### src/rtl/jbt_pkg.sv
// Package: shared types, codes and helper functions of the JSON byte tokeniser
`timescale 1ns / 1ps
package jbt_pkg;

    localparam int LINE_BITS_DEF = 24;
    localparam int QDEPTH_DEF    = 4;
    localparam int LINE_OUT_W    = 24;

    typedef enum logic [3:0] {
        M_IDLE    = 4'd0,
        M_KEYWORD = 4'd1,
        M_STRING  = 4'd2,
        M_ESCAPE  = 4'd3,
        M_HEX     = 4'd4,
        M_NSIGN   = 4'd5,
        M_NZERO   = 4'd6,
        M_NINT    = 4'd7,
        M_NFRAC   = 4'd8,
        M_NEXP    = 4'd9,
        M_NEXPDIG = 4'd10
    } t_mode;

    typedef enum logic [3:0] {
        K_NULL   = 4'd0,
        K_TRUE   = 4'd1,
        K_FALSE  = 4'd2,
        K_STRING = 4'd3,
        K_NUMBER = 4'd4,
        K_LBRACE = 4'd5,
        K_RBRACE = 4'd6,
        K_LBRACK = 4'd7,
        K_RBRACK = 4'd8,
        K_COMMA  = 4'd9,
        K_COLON  = 4'd10
    } t_kind;

    typedef enum logic [2:0] {
        E_NONE    = 3'd0,
        E_KEYWORD = 3'd1,
        E_ESCAPE  = 3'd2,
        E_UNTERM  = 3'd3,
        E_CHAR    = 3'd4
    } t_err;

    // One result without its line number
    typedef struct packed {
        logic [3:0] kind;
        logic [7:0] data;
        logic       dv;
        logic       te;
        logic [2:0] err;
    } t_tok;

    // All results caused by one input item
    typedef struct packed {
        logic [1:0]            cnt;
        logic [LINE_OUT_W-1:0] line;
        t_tok [2:0]            res;
    } t_bundle;

    function automatic t_tok mk(input t_kind kind, input logic [7:0] data,
                                input logic dv, input logic te, input t_err err);
        t_tok t;
        t.kind = kind;
        t.data = data;
        t.dv   = dv;
        t.te   = te;
        t.err  = err;
        return t;
    endfunction

    function automatic logic is_digit(input logic [7:0] c);
        return (c >= "0") && (c <= "9");
    endfunction

    function automatic logic is_alpha(input logic [7:0] c);
        return ((c >= "a") && (c <= "z")) || ((c >= "A") && (c <= "Z"));
    endfunction

    function automatic logic is_space(input logic [7:0] c);
        return (c == " ") || ((c >= 8'h09) && (c <= 8'h0D));
    endfunction

    // Returns {valid, nibble}
    function automatic logic [4:0] hex_of(input logic [7:0] c);
        logic [7:0] d;
        d = 8'd0;
        if (is_digit(c)) begin
            d = c - "0";
            return {1'b1, d[3:0]};
        end
        if ((c >= "A") && (c <= "F")) begin
            d = c - "A" + 8'd10;
            return {1'b1, d[3:0]};
        end
        if ((c >= "a") && (c <= "f")) begin
            d = c - "a" + 8'd10;
            return {1'b1, d[3:0]};
        end
        return 5'd0;
    endfunction

    function automatic logic [2:0] kw_len(input logic [1:0] k);
        case (k)
            2'd2:    return 3'd5;
            default: return 3'd4;
        endcase
    endfunction

    function automatic logic [7:0] kw_char(input logic [1:0] k, input logic [2:0] pos);
        case ({k, pos})
            5'b00_000: return "n";
            5'b00_001: return "u";
            5'b00_010: return "l";
            5'b00_011: return "l";
            5'b01_000: return "t";
            5'b01_001: return "r";
            5'b01_010: return "u";
            5'b01_011: return "e";
            5'b10_000: return "f";
            5'b10_001: return "a";
            5'b10_010: return "l";
            5'b10_011: return "s";
            5'b10_100: return "e";
            default:   return 8'd0;
        endcase
    endfunction

    // Keep those keywords whose next letter matches
    function automatic logic [2:0] kw_keep(input logic [2:0] cand, input logic [2:0] pos,
                                           input logic [7:0] c);
        logic [2:0] keep;
        keep = 3'd0;
        for (int k = 0; k < 3; k++) begin
            if (cand[k] && (pos < kw_len(2'(k))) && (kw_char(2'(k), pos) == c)) begin
                keep[k] = 1'b1;
            end
        end
        return keep;
    endfunction

    // Next number mode, or M_IDLE when the byte ends the number
    function automatic t_mode number_next(input t_mode m, input logic [7:0] c);
        logic d, e, dot;
        d   = is_digit(c);
        e   = (c == "e") || (c == "E");
        dot = (c == ".");
        case (m)
            M_NSIGN: begin
                if (d) return (c == "0") ? M_NZERO : M_NINT;
                return dot ? M_NFRAC : (e ? M_NEXP : M_IDLE);
            end
            M_NZERO: return dot ? M_NFRAC : (e ? M_NEXP : M_IDLE);
            M_NINT:  return d ? M_NINT : (dot ? M_NFRAC : (e ? M_NEXP : M_IDLE));
            M_NFRAC: return d ? M_NFRAC : (e ? M_NEXP : M_IDLE);
            M_NEXP:  return (d || (c == "+") || (c == "-")) ? M_NEXPDIG : M_IDLE;
            default: return d ? M_NEXPDIG : M_IDLE;
        endcase
    endfunction

endpackage

### src/rtl/jbt_ifs.sv
// Interfaces: input byte channel and token result channel
`timescale 1ns / 1ps
interface jbt_in_if;
    logic       valid;
    logic       ready;
    logic       func;
    logic [7:0] char_byte;
    modport source(output valid, func, char_byte, input ready);
    modport sink(input valid, func, char_byte, output ready);
endinterface

interface jbt_out_if;
    logic        valid;
    logic        ready;
    logic [3:0]  token_kind;
    logic [7:0]  data_byte;
    logic        data_valid;
    logic        token_end;
    logic [2:0]  error_code;
    logic [23:0] line_number;
    logic        last_of_step;
    modport source(output valid, token_kind, data_byte, data_valid, token_end, error_code,
                   line_number, last_of_step, input ready);
    modport sink(input valid, token_kind, data_byte, data_valid, token_end, error_code,
                 line_number, last_of_step, output ready);
endinterface

### src/rtl/jbt_front.sv
// Front end: takes bytes, runs the scanner, pushes a bundle per item with results
`timescale 1ns / 1ps
module jbt_front #(
    parameter int LINE_BITS = jbt_pkg::LINE_BITS_DEF
) (
    input  logic             i_clk,
    input  logic             i_rst_n,
    jbt_in_if.sink           i_byte,
    input  logic             i_full,
    output logic             o_push,
    output jbt_pkg::t_bundle o_bun
);
    import jbt_pkg::*;

    localparam int LW = (LINE_BITS > LINE_OUT_W) ? LINE_BITS : LINE_OUT_W;
    localparam logic [LINE_BITS-1:0] LINE_MAX = {LINE_BITS{1'b1}};

    t_mode                r_mode, n_mode;
    logic [2:0]           r_cand, n_cand;
    logic [2:0]           r_pos, n_pos;
    logic [15:0]          r_hex, n_hex;
    logic [1:0]           r_hexn, n_hexn;
    logic [LINE_BITS-1:0] r_line, n_line;
    logic                 r_halt, n_halt;

    logic       accept;
    logic [7:0] c;
    logic [LW-1:0] line_ext;

    assign i_byte.ready = !i_full;
    assign accept       = i_byte.valid && !i_full;
    assign c            = i_byte.char_byte;
    assign line_ext     = LW'(r_line);

    // Scan one item and collect its results
    always_comb begin
        logic [1:0]  cnt;
        t_tok [2:0]  res;
        logic        fin, cls, inc, found;
        logic [2:0]  keep;
        logic [4:0]  h;
        logic [15:0] v;
        t_mode       nx;
        cnt = 2'd0;
        res = '0;
        fin = 1'b0;
        cls = 1'b0;
        inc = 1'b0;
        found = 1'b0;
        keep = 3'd0;
        h = 5'd0;
        v = 16'd0;
        nx = M_IDLE;
        n_mode = r_mode;
        n_cand = r_cand;
        n_pos  = r_pos;
        n_hex  = r_hex;
        n_hexn = r_hexn;
        n_line = r_line;
        n_halt = r_halt;

        if (accept && !r_halt) begin
            if (i_byte.func) begin
                inc = 1'b1;
                if (r_mode == M_STRING || r_mode == M_ESCAPE || r_mode == M_HEX) begin
                    res[cnt] = mk(K_STRING, 8'd0, 1'b0, 1'b1, E_UNTERM);
                    cnt = cnt + 2'd1;
                    n_mode = M_IDLE;
                    n_hexn = 2'd0;
                end else begin
                    fin = 1'b1;
                end
            end else if (r_mode == M_STRING) begin
                if (c == "\\") begin
                    n_mode = M_ESCAPE;
                end else if (c == "\"") begin
                    res[cnt] = mk(K_STRING, 8'd0, 1'b0, 1'b1, E_NONE);
                    cnt = cnt + 2'd1;
                    n_mode = M_IDLE;
                end else begin
                    res[cnt] = mk(K_STRING, c, 1'b1, 1'b0, E_NONE);
                    cnt = cnt + 2'd1;
                end
            end else if (r_mode == M_ESCAPE) begin
                n_mode = M_STRING;
                case (c)
                    "\"", "\\", "/": res[cnt] = mk(K_STRING, c, 1'b1, 1'b0, E_NONE);
                    "r": res[cnt] = mk(K_STRING, 8'h0D, 1'b1, 1'b0, E_NONE);
                    "t": res[cnt] = mk(K_STRING, 8'h09, 1'b1, 1'b0, E_NONE);
                    "n": res[cnt] = mk(K_STRING, 8'h0A, 1'b1, 1'b0, E_NONE);
                    "f": res[cnt] = mk(K_STRING, 8'h0C, 1'b1, 1'b0, E_NONE);
                    "b": res[cnt] = mk(K_STRING, 8'h08, 1'b1, 1'b0, E_NONE);
                    "u": begin
                        n_hex  = 16'd0;
                        n_hexn = 2'd0;
                        n_mode = M_HEX;
                    end
                    default: begin
                        res[cnt] = mk(K_NULL, 8'd0, 1'b0, 1'b0, E_ESCAPE);
                        n_halt = 1'b1;
                        n_mode = M_IDLE;
                    end
                endcase
                if (c != "u") cnt = cnt + 2'd1;
            end else if (r_mode == M_HEX) begin
                h = hex_of(c);
                if (!h[4]) begin
                    res[cnt] = mk(K_NULL, 8'd0, 1'b0, 1'b0, E_ESCAPE);
                    cnt = cnt + 2'd1;
                    n_halt = 1'b1;
                    n_mode = M_IDLE;
                end else begin
                    v = {r_hex[11:0], h[3:0]};
                    n_hex = v;
                    if (r_hexn != 2'd3) begin
                        n_hexn = r_hexn + 2'd1;
                    end else begin
                        // Encode the code point as UTF-8
                        n_hexn = 2'd0;
                        n_mode = M_STRING;
                        if (v < 16'h0080) begin
                            res[0] = mk(K_STRING, v[7:0], 1'b1, 1'b0, E_NONE);
                            cnt = 2'd1;
                        end else if (v < 16'h0800) begin
                            res[0] = mk(K_STRING, {3'b110, v[10:6]}, 1'b1, 1'b0, E_NONE);
                            res[1] = mk(K_STRING, {2'b10, v[5:0]}, 1'b1, 1'b0, E_NONE);
                            cnt = 2'd2;
                        end else begin
                            res[0] = mk(K_STRING, {4'b1110, v[15:12]}, 1'b1, 1'b0, E_NONE);
                            res[1] = mk(K_STRING, {2'b10, v[11:6]}, 1'b1, 1'b0, E_NONE);
                            res[2] = mk(K_STRING, {2'b10, v[5:0]}, 1'b1, 1'b0, E_NONE);
                            cnt = 2'd3;
                        end
                    end
                end
            end else if (r_mode >= M_NSIGN) begin
                nx = number_next(r_mode, c);
                if (nx != M_IDLE) begin
                    res[cnt] = mk(K_NUMBER, (c == "E") ? 8'("e") : c, 1'b1, 1'b0, E_NONE);
                    cnt = cnt + 2'd1;
                    n_mode = nx;
                end else begin
                    fin = 1'b1;
                    cls = 1'b1;
                end
            end else if (r_mode == M_KEYWORD) begin
                if (is_alpha(c)) begin
                    keep = kw_keep(r_cand, r_pos, c);
                    n_cand = keep;
                    if (r_pos != 3'd7) n_pos = r_pos + 3'd1;
                    if (keep == 3'd0) begin
                        res[cnt] = mk(K_NULL, 8'd0, 1'b0, 1'b0, E_KEYWORD);
                        cnt = cnt + 2'd1;
                        n_halt = 1'b1;
                        n_mode = M_IDLE;
                    end
                end else begin
                    fin = 1'b1;
                    cls = 1'b1;
                end
            end else begin
                cls = 1'b1;
            end
        end

        // End a pending number or keyword
        if (fin) begin
            n_mode = M_IDLE;
            if (r_mode >= M_NSIGN) begin
                res[cnt] = mk(K_NUMBER, 8'd0, 1'b0, 1'b1, E_NONE);
                cnt = cnt + 2'd1;
            end else if (r_mode == M_KEYWORD) begin
                for (int k = 0; k < 3; k++) begin
                    if (!found && r_cand[k] && (r_pos == kw_len(2'(k)))) begin
                        res[cnt] = mk(t_kind'(4'(k)), 8'd0, 1'b0, 1'b1, E_NONE);
                        found = 1'b1;
                    end
                end
                if (!found) begin
                    res[cnt] = mk(K_NULL, 8'd0, 1'b0, 1'b0, E_KEYWORD);
                    n_halt = 1'b1;
                end
                cnt = cnt + 2'd1;
            end
        end

        // Classify a byte seen between tokens
        if (cls && !n_halt && !is_space(c)) begin
            if (c == "-" || is_digit(c)) begin
                n_mode = (c == "-") ? M_NSIGN : ((c == "0") ? M_NZERO : M_NINT);
                res[cnt] = mk(K_NUMBER, c, 1'b1, 1'b0, E_NONE);
                cnt = cnt + 2'd1;
            end else if (is_alpha(c)) begin
                keep = kw_keep(3'b111, 3'd0, c);
                n_cand = keep;
                n_pos  = 3'd1;
                n_mode = M_KEYWORD;
                if (keep == 3'd0) begin
                    res[cnt] = mk(K_NULL, 8'd0, 1'b0, 1'b0, E_KEYWORD);
                    cnt = cnt + 2'd1;
                    n_halt = 1'b1;
                    n_mode = M_IDLE;
                end
            end else begin
                case (c)
                    "\"": n_mode = M_STRING;
                    "{": res[cnt] = mk(K_LBRACE, 8'd0, 1'b0, 1'b1, E_NONE);
                    "}": res[cnt] = mk(K_RBRACE, 8'd0, 1'b0, 1'b1, E_NONE);
                    "[": res[cnt] = mk(K_LBRACK, 8'd0, 1'b0, 1'b1, E_NONE);
                    "]": res[cnt] = mk(K_RBRACK, 8'd0, 1'b0, 1'b1, E_NONE);
                    ",": res[cnt] = mk(K_COMMA, 8'd0, 1'b0, 1'b1, E_NONE);
                    ":": res[cnt] = mk(K_COLON, 8'd0, 1'b0, 1'b1, E_NONE);
                    default: begin
                        res[cnt] = mk(K_NULL, 8'd0, 1'b0, 1'b0, E_CHAR);
                        n_halt = 1'b1;
                        n_mode = M_IDLE;
                    end
                endcase
                if (c != "\"") cnt = cnt + 2'd1;
            end
        end

        // Count lines, saturating
        if (inc && !n_halt && (r_line != LINE_MAX)) n_line = r_line + 1'b1;

        o_push     = (cnt != 2'd0);
        o_bun.cnt  = cnt;
        o_bun.line = line_ext[LINE_OUT_W-1:0];
        o_bun.res  = res;
    end

    // Hold scanner state
    always_ff @(posedge i_clk) begin
        if (!i_rst_n) begin
            r_mode <= M_IDLE;
            r_cand <= 3'd0;
            r_pos  <= 3'd0;
            r_hex  <= 16'd0;
            r_hexn <= 2'd0;
            r_line <= LINE_BITS'(1);
            r_halt <= 1'b0;
        end else begin
            r_mode <= n_mode;
            r_cand <= n_cand;
            r_pos  <= n_pos;
            r_hex  <= n_hex;
            r_hexn <= n_hexn;
            r_line <= n_line;
            r_halt <= n_halt;
        end
    end

    // Once halted, nothing more is queued
    a_halt_quiet: assert property (@(posedge i_clk) disable iff (!i_rst_n)
        r_halt |-> !o_push) else $error("result produced while halted");
    a_halt_sticky: assert property (@(posedge i_clk) disable iff (!i_rst_n)
        r_halt |=> r_halt) else $error("halt cleared without reset");
    a_line_nonzero: assert property (@(posedge i_clk) disable iff (!i_rst_n)
        r_line != '0) else $error("line counter at zero");

endmodule

### src/rtl/jbt_queue.sv
// Bundle queue between the scanner and the result serialiser
`timescale 1ns / 1ps
module jbt_queue #(
    parameter int QDEPTH = jbt_pkg::QDEPTH_DEF
) (
    input  logic             i_clk,
    input  logic             i_rst_n,
    input  logic             i_push,
    input  jbt_pkg::t_bundle i_bun,
    input  logic             i_pop,
    output logic             o_full,
    output logic             o_empty,
    output jbt_pkg::t_bundle o_bun
);
    import jbt_pkg::*;

    localparam int PW = (QDEPTH > 1) ? $clog2(QDEPTH) : 1;
    localparam int CW = $clog2(QDEPTH + 1);

    t_bundle       r_mem [QDEPTH];
    logic [PW-1:0] r_wp, n_wp;
    logic [PW-1:0] r_rp, n_rp;
    logic [CW-1:0] r_cnt, n_cnt;

    assign o_full  = (r_cnt == CW'(QDEPTH));
    assign o_empty = (r_cnt == '0);
    assign o_bun   = r_mem[r_rp];

    // Advance pointers and occupancy
    always_comb begin
        n_wp  = r_wp;
        n_rp  = r_rp;
        n_cnt = r_cnt;
        if (i_push) n_wp = (r_wp == PW'(QDEPTH - 1)) ? '0 : r_wp + 1'b1;
        if (i_pop)  n_rp = (r_rp == PW'(QDEPTH - 1)) ? '0 : r_rp + 1'b1;
        if (i_push && !i_pop) n_cnt = r_cnt + 1'b1;
        if (!i_push && i_pop) n_cnt = r_cnt - 1'b1;
    end

    always_ff @(posedge i_clk) begin
        if (!i_rst_n) begin
            r_wp  <= '0;
            r_rp  <= '0;
            r_cnt <= '0;
        end else begin
            r_wp  <= n_wp;
            r_rp  <= n_rp;
            r_cnt <= n_cnt;
        end
    end

    // Store the incoming bundle
    always_ff @(posedge i_clk) begin
        if (i_push) r_mem[r_wp] <= i_bun;
    end

    a_no_overflow: assert property (@(posedge i_clk) disable iff (!i_rst_n)
        o_full |-> !i_push) else $error("push into full queue");
    a_no_underflow: assert property (@(posedge i_clk) disable iff (!i_rst_n)
        o_empty |-> !i_pop) else $error("pop from empty queue");
    a_cnt_range: assert property (@(posedge i_clk) disable iff (!i_rst_n)
        r_cnt <= CW'(QDEPTH)) else $error("queue occupancy out of range");

endmodule

### src/rtl/jbt_back.sv
// Back end: holds one bundle and hands its results out one transfer at a time
`timescale 1ns / 1ps
module jbt_back (
    input  logic             i_clk,
    input  logic             i_rst_n,
    input  logic             i_empty,
    input  jbt_pkg::t_bundle i_bun,
    output logic             o_pop,
    jbt_out_if.source        o_tok
);
    import jbt_pkg::*;

    t_bundle    r_bun;
    logic       r_have, n_have;
    logic [1:0] r_idx, n_idx;
    logic       last;
    t_tok       cur;

    assign cur  = r_bun.res[r_idx];
    assign last = (r_idx == (r_bun.cnt - 2'd1));

    // Drive the result channel from the held bundle
    assign o_tok.valid        = r_have;
    assign o_tok.token_kind   = cur.kind;
    assign o_tok.data_byte    = cur.data;
    assign o_tok.data_valid   = cur.dv;
    assign o_tok.token_end    = cur.te;
    assign o_tok.error_code   = cur.err;
    assign o_tok.line_number  = r_bun.line;
    assign o_tok.last_of_step = last;

    // Load the next bundle once the current one is drained
    always_comb begin
        o_pop  = 1'b0;
        n_have = r_have;
        n_idx  = r_idx;
        if (r_have && o_tok.ready) begin
            if (last) begin
                n_have = 1'b0;
                n_idx  = 2'd0;
            end else begin
                n_idx = r_idx + 2'd1;
            end
        end
        if (!n_have && !i_empty) begin
            o_pop  = 1'b1;
            n_have = 1'b1;
            n_idx  = 2'd0;
        end
    end

    always_ff @(posedge i_clk) begin
        if (!i_rst_n) begin
            r_have <= 1'b0;
            r_idx  <= 2'd0;
        end else begin
            r_have <= n_have;
            r_idx  <= n_idx;
        end
    end

    always_ff @(posedge i_clk) begin
        if (o_pop) r_bun <= i_bun;
    end

    a_cnt_nonzero: assert property (@(posedge i_clk) disable iff (!i_rst_n)
        r_have |-> (r_bun.cnt != 2'd0)) else $error("empty bundle held");
    a_idx_range: assert property (@(posedge i_clk) disable iff (!i_rst_n)
        r_have |-> (r_idx < r_bun.cnt)) else $error("result index past bundle");
    a_stall_hold: assert property (@(posedge i_clk) disable iff (!i_rst_n)
        (r_have && !o_tok.ready) |=> (r_have && $stable(r_idx)))
        else $error("result moved during stall");

endmodule

### src/rtl/json_byte_tokenizer.sv
// Top level: JSON byte tokeniser, scanner front end, bundle queue and serialiser
//
//  Channel   Dir  Payload
//  i_byte    in   func, char_byte
//  o_tok     out  token_kind, data_byte, data_valid, token_end, error_code,
//                 line_number, last_of_step
//
// One byte is taken per cycle while the queue has room; results pass through the queue.
// An item with n results holds the serialiser for n transfers (n up to 3, via \u escapes).
// The QDEPTH-entry queue absorbs those bursts; a full queue drops i_byte.ready.
// Synchronous active-low reset; no clearing pass. A halt after an error lasts until reset.
`timescale 1ns / 1ps
module json_byte_tokenizer #(
    parameter int LINE_BITS = jbt_pkg::LINE_BITS_DEF,
    parameter int QDEPTH    = jbt_pkg::QDEPTH_DEF
) (
    input  logic      i_clk,
    input  logic      i_rst_n,
    jbt_in_if.sink    i_byte,
    jbt_out_if.source o_tok
);
    import jbt_pkg::*;

    logic    push, pop, full, empty;
    t_bundle wr_bun, rd_bun;

    jbt_front #(.LINE_BITS(LINE_BITS)) u_front (
        .i_clk  (i_clk),
        .i_rst_n(i_rst_n),
        .i_byte (i_byte),
        .i_full (full),
        .o_push (push),
        .o_bun  (wr_bun)
    );

    jbt_queue #(.QDEPTH(QDEPTH)) u_queue (
        .i_clk  (i_clk),
        .i_rst_n(i_rst_n),
        .i_push (push),
        .i_bun  (wr_bun),
        .i_pop  (pop),
        .o_full (full),
        .o_empty(empty),
        .o_bun  (rd_bun)
    );

    jbt_back u_back (
        .i_clk  (i_clk),
        .i_rst_n(i_rst_n),
        .i_empty(empty),
        .i_bun  (rd_bun),
        .o_pop  (pop),
        .o_tok  (o_tok)
    );

endmodule
### src/flat_wrapper.sv
// flat-port wrapper written by rule: the top's interface ports become plain ports
module json_byte_tokenizer_flat import jbt_pkg::*;
#(
    parameter int LINE_BITS = jbt_pkg::LINE_BITS_DEF,
    parameter int QDEPTH    = jbt_pkg::QDEPTH_DEF
)
  (i_clk, i_rst_n, i_byte_valid, i_byte_func, i_byte_char_byte, i_byte_ready, o_tok_valid, o_tok_token_kind, o_tok_data_byte, o_tok_data_valid, o_tok_token_end, o_tok_error_code, o_tok_line_number, o_tok_last_of_step, o_tok_ready);
  jbt_in_if i_byte_i ();
  jbt_out_if o_tok_i ();
  input  logic i_clk;
  input  logic i_rst_n;
  input wire logic [$bits(i_byte_i.valid)-1:0] i_byte_valid;
  input wire logic [$bits(i_byte_i.func)-1:0] i_byte_func;
  input wire logic [$bits(i_byte_i.char_byte)-1:0] i_byte_char_byte;
  output wire logic [$bits(i_byte_i.ready)-1:0] i_byte_ready;
  output wire logic [$bits(o_tok_i.valid)-1:0] o_tok_valid;
  output wire logic [$bits(o_tok_i.token_kind)-1:0] o_tok_token_kind;
  output wire logic [$bits(o_tok_i.data_byte)-1:0] o_tok_data_byte;
  output wire logic [$bits(o_tok_i.data_valid)-1:0] o_tok_data_valid;
  output wire logic [$bits(o_tok_i.token_end)-1:0] o_tok_token_end;
  output wire logic [$bits(o_tok_i.error_code)-1:0] o_tok_error_code;
  output wire logic [$bits(o_tok_i.line_number)-1:0] o_tok_line_number;
  output wire logic [$bits(o_tok_i.last_of_step)-1:0] o_tok_last_of_step;
  input wire logic [$bits(o_tok_i.ready)-1:0] o_tok_ready;
  assign i_byte_i.valid = i_byte_valid;
  assign i_byte_i.func = i_byte_func;
  assign i_byte_i.char_byte = i_byte_char_byte;
  assign i_byte_ready = i_byte_i.ready;
  assign o_tok_valid = o_tok_i.valid;
  assign o_tok_token_kind = o_tok_i.token_kind;
  assign o_tok_data_byte = o_tok_i.data_byte;
  assign o_tok_data_valid = o_tok_i.data_valid;
  assign o_tok_token_end = o_tok_i.token_end;
  assign o_tok_error_code = o_tok_i.error_code;
  assign o_tok_line_number = o_tok_i.line_number;
  assign o_tok_last_of_step = o_tok_i.last_of_step;
  assign o_tok_i.ready = o_tok_ready;
  json_byte_tokenizer #(.LINE_BITS(LINE_BITS), .QDEPTH(QDEPTH)) u_core (.i_clk(i_clk), .i_rst_n(i_rst_n), .i_byte(i_byte_i), .o_tok(o_tok_i));
endmodule
### config.mk
export PLATFORM = sky130hd
export DESIGN_NAME = json_byte_tokenizer_flat
export DESIGN_NICKNAME = d
export VERILOG_FILES = /design/src/rtl/jbt_pkg.sv /design/src/rtl/jbt_ifs.sv /design/src/rtl/jbt_front.sv /design/src/rtl/jbt_queue.sv /design/src/rtl/jbt_back.sv /design/src/rtl/json_byte_tokenizer.sv /design/src/flat_wrapper.sv
export SDC_FILE = /design/constraint.sdc
export NUM_CORES = 1
export LEC_CHECK = 0
export BUFFER_PORTS_ARGS = -buffer_cell sky130_fd_sc_hd__buf_2
export CAP_MARGIN = 20
export CORE_MARGIN = 2
export CORE_UTILIZATION = 51
export CTS_BUF_LIST = sky130_fd_sc_hd__clkbuf_8
export DETAILED_ROUTE_END_ITERATION = 8
export GPL_TIMING_DRIVEN = 0
export PLACE_DENSITY = 0.78
export SLEW_MARGIN = 20
export SYNTH_ARGS = -nofsm -noshare
export SYNTH_HDL_FRONTEND = slang
export SYNTH_SLANG_ARGS = --single-unit
### constraint.sdc
create_clock -name i_clk -period 7.88 [get_ports i_clk]
set_clock_uncertainty 0.15 [all_clocks]
set_input_delay 1.182 -clock i_clk [delete_from_list [all_inputs] [get_ports i_clk]]
set_output_delay 1.182 -clock i_clk [all_outputs]
set_load 0.005 [all_outputs]
==> results.sh <==
export IMPL_grt_antenna_before_repair=0
export IMPL_drv_cap=0
export IMPL_placed_area_sq_um=20800
export IMPL_synth_area_leader_cell="edfxtp_1"
export IMPL_gp_routability_congestion=1.01
export IMPL_p_per_area_nw_per_um2=282
export IMPL_dieArea_sq_um=40000
export IMPL_ff2ff_setup_slack_ns=2.18
export IMPL_post_synth_top_area_fraction_pct=57.5
export IMPL_fin_crit_sh_pct=85.2
export IMPL_global_route_usage_total_pct=25.1
export IMPL_max_freq_mhz=149
export IMPL_die_w_um=200
export IMPL_crit_path_capture_type="flip-flop"
export IMPL_drtPass1Iterations=5
export IMPL_synth_most_common_cell="edfxtp_1"
export IMPL_rsz0062_at_grt="false"
export IMPL_ctsResizeCount=0
export IMPL_synth_async_reset_ratio_pct=0
export IMPL_drcViolationCount=0
export IMPL_grt_first_pass_wirelength_mm=74.3
export IMPL_die_height_um=200
export IMPL_setup_worst_path_class="input pin to flip-flop"
export IMPL_synth_seq_area_share_pct=63.5
export IMPL_num_nets_final=1564
export IMPL_clockRootBuffer="clkbuf_8"
export IMPL_hold_worst_slack_ns=0.344
export IMPL_area_growth_pct=12.8
export IMPL_worst_hold_path_type="flip-flop to flip-flop"
export IMPL_post_route_cell_area_sq_um=22100
export IMPL_synth_commonest_cells="edfxtp_1 (375), nand2_1 (102), mux4_2 (75), nor2_1 (74), o21ai_0 (71)"
export IMPL_synth_flop_cell="edfxtp_1"
export IMPL_p_leak_nw=7.41
export IMPL_worstPathArrival_ns=7.08
export IMPL_route_detailed_wl_per_inst_um=23.3
export IMPL_synthesis_area_per_instance_sq_um=14.1
export IMPL_power_ir_vdd_worst_mv=0.133
export IMPL_port_buffers=53
export IMPL_worstSkewPairLatency_ns=0.61
export IMPL_drive_above_1_share_pct=19.4
export IMPL_grt_overflow_total=0
export IMPL_cts_path_max_buffers=3
export IMPL_cts_sinks=434
export IMPL_synth_lib_cells_used_distinct=97
export IMPL_synthTopCellsByArea="edfxtp_1 (57%), mux4_2 (8.6%), dfxtp_1 (6.0%)"
export IMPL_cts_buffers=69
export IMPL_h_tree_level_count=3
export IMPL_floorplan_core_area_sq_um=37800
export IMPL_report_final_slew_viol_count=0
export IMPL_critical_path_required_time_ns=8.25
export IMPL_via_count=12644
export IMPL_first_global_vias=12567
export IMPL_postRouteAntennaNets=0
export IMPL_post_dp_hpwl_mm=33.5
export IMPL_cts_hold_buffers=0
export IMPL_crit_top_cell="ha_1"
export IMPL_synth_enable_flop_cells=375
export IMPL_start_kind="input pin"
export IMPL_hold_fails_final_rpt=0
export IMPL_worst_slew_pin_transition_ns=1.07
export IMPL_critPathSlowestCell="a2111oi_2"
export IMPL_critical_path_peak_fanout=11
export IMPL_grt_start_max_net_pins=44
export IMPL_cts_repair_timing_setup_buffer_count=0
export IMPL_worst_slew_margin_rel_pct=28.5
export IMPL_synth_seq_cells=434
export IMPL_start_util_pct=51.9
export IMPL_tritoncts="yes"
export IMPL_crit_path_cell_trace="buf_2 -> clkbuf_1 -> inv_1 -> ha_1 -> and2_1 -> o21ai_0 -> a2111oi_2 -> nor2_1 -> nor3_2 -> nand4_1 -> clkbuf_1 -> ha_1 -> a41oi_2 -> ha_1 -> nand3_1 -> mux2_4 -> inv_1 -> ha_1 -> inv_1 -> fa_1 -> xor2_1 -> or3_1 -> a21boi_0"
export IMPL_whs_path_depth=2
export IMPL_routed_via_density=6.05
export IMPL_i_o_pins=57
export IMPL_reg2reg_depth=22
export IMPL_finalSetupViolCount=0
export IMPL_fin_crit_ns=6.71
export IMPL_fp_row_count=71
export IMPL_route_final_wire_length_mm=48.7
export IMPL_syn_area_sq_um=19600
export IMPL_clk_pin_slew_ns=0.06
export IMPL_outcome="finished clean"
export IMPL_synth_cells=1386
export IMPL_synthesis_yosys_warnings=0
export IMPL_detail_route_iter0_violations=1227
export IMPL_critPathMaxStageDelay_ns=0.60
-- where the power goes --
part	leakage, nW	internal [W]	switching (W)
registers	3.91	0.00295	0.000112
clock network	0.762	0.000974	0.000846
logic	2.74	0.000628	0.000718
-- sequential cells by signal, indices dropped and copies added, names as in the netlist, 2 cells and up --
signal,cells
u_core.u_back.o_tok.line_number,24
u_core.u_front.r_hexn,2
u_core.u_queue.r_rp,2
u_core.u_back.r_idx,2
u_core.u_back.r_bun,51
u_core.u_front.r_pos,3
u_core.u_front.r_mode,4
u_core.u_queue.r_cnt,3
u_core.u_front.r_hex,12
u_core.u_front.r_cand,3
u_core.u_queue.r_mem,300
u_core.u_queue.r_wp,2
u_core.u_front.line_ext,24
-- metrics by stage --
stage                     total power [W]  instances  setup slack (ns)  utilization, %  setup TNS [ns]
after CTS                         0.00628       2088              1.25            58.5               0
after floorplan                   0.00395       1393             0.900               -               0
after detailed placement          0.00447       1966             0.644            55.0               0
after global routing              0.00649       2089             0.661            58.5               0
after global placement            0.00437       1957             -1.75            54.4         -446.96
final                             0.00623       2090              1.17            58.5               0
-- layer usage --
layer  routed length [um]  global-route usage [%]  vias to the layer above
met5                    0                       0                        -
met4                 1710                    10.3                        0
met3                 3750                    4.84                      107
met2                23400                    39.9                      583
met1                19900                    34.3                     6313
li1                     -                       -                     5641
-- placed cells by master (no fill, tap or decap), types with 25 or more instances in the layout --
cell type	count
buf_2	68
nand2_1	102
and2_1	25
nand3_1	36
dfxtp_1	59
a21oi_1	37
nor2_1	74
mux2i_1	25
buf_4	25
o21ai_0	71
edfxtp_1	375
nor3_1	25
mux4_2	75
clkbuf_8	75
nor2b_1	33
inv_1	57
clkbuf_1	42
-- area by class of cell --
class / count / area (sq um)
antenna: 1 / 2.50
buffer: 94 / 467
clock buffer: 75 / 1030
clock inverter: 47 / 279
fill: 2852 / 15700
inverter: 33 / 124
multi-input combinational: 832 / 6610
sequential: 434 / 12400
tap: 511 / 639
timing repair buffer: 63 / 502
-- final timing paths --
kind,from,end
max,i_byte_char_byte[0],u_core.u_queue.r_cnt[2]$_SDFFE_PN0P_
min,u_core.u_front.r_hex[10]$_SDFFE_PN0P_,u_core.u_front.r_hex[10]$_SDFFE_PN0P_
max reg2reg,u_core.u_front.r_pos[1]$_SDFF_PN0_,u_core.u_queue.r_cnt[2]$_SDFFE_PN0P_
min reg2reg,u_core.u_front.r_hex[10]$_SDFFE_PN0P_,u_core.u_front.r_hex[10]$_SDFFE_PN0P_
-- logic make-up (layout without fill, tap and decap cells) --
kind of cell	after synthesis	in the layout	share of synthesized area, %
other	1	9	0.0191
AO/OA/AOI/OAI	271	271	9.85
flip-flops	434	434	63.5
buffers and inverters	127	312	3.01
AND/OR/NAND/NOR	391	391	10.4
XOR/XNOR	36	36	1.61
multiplexers	102	102	10.0
adder cells (fa/ha/maj)	24	24	1.57
-- critical path: cells and delay by family --
kind                     cells  cell delay [ns]
multiplexers                 1             0.35
XOR/XNOR                     1             0.16
adder cells (fa/ha/maj)      5             1.73
AO/OA/AOI/OAI                4             1.05
buffers and inverters        6             1.22
AND/OR/NAND/NOR              6             1.39
No activity file was read; power rests on OpenSTA's default activity.
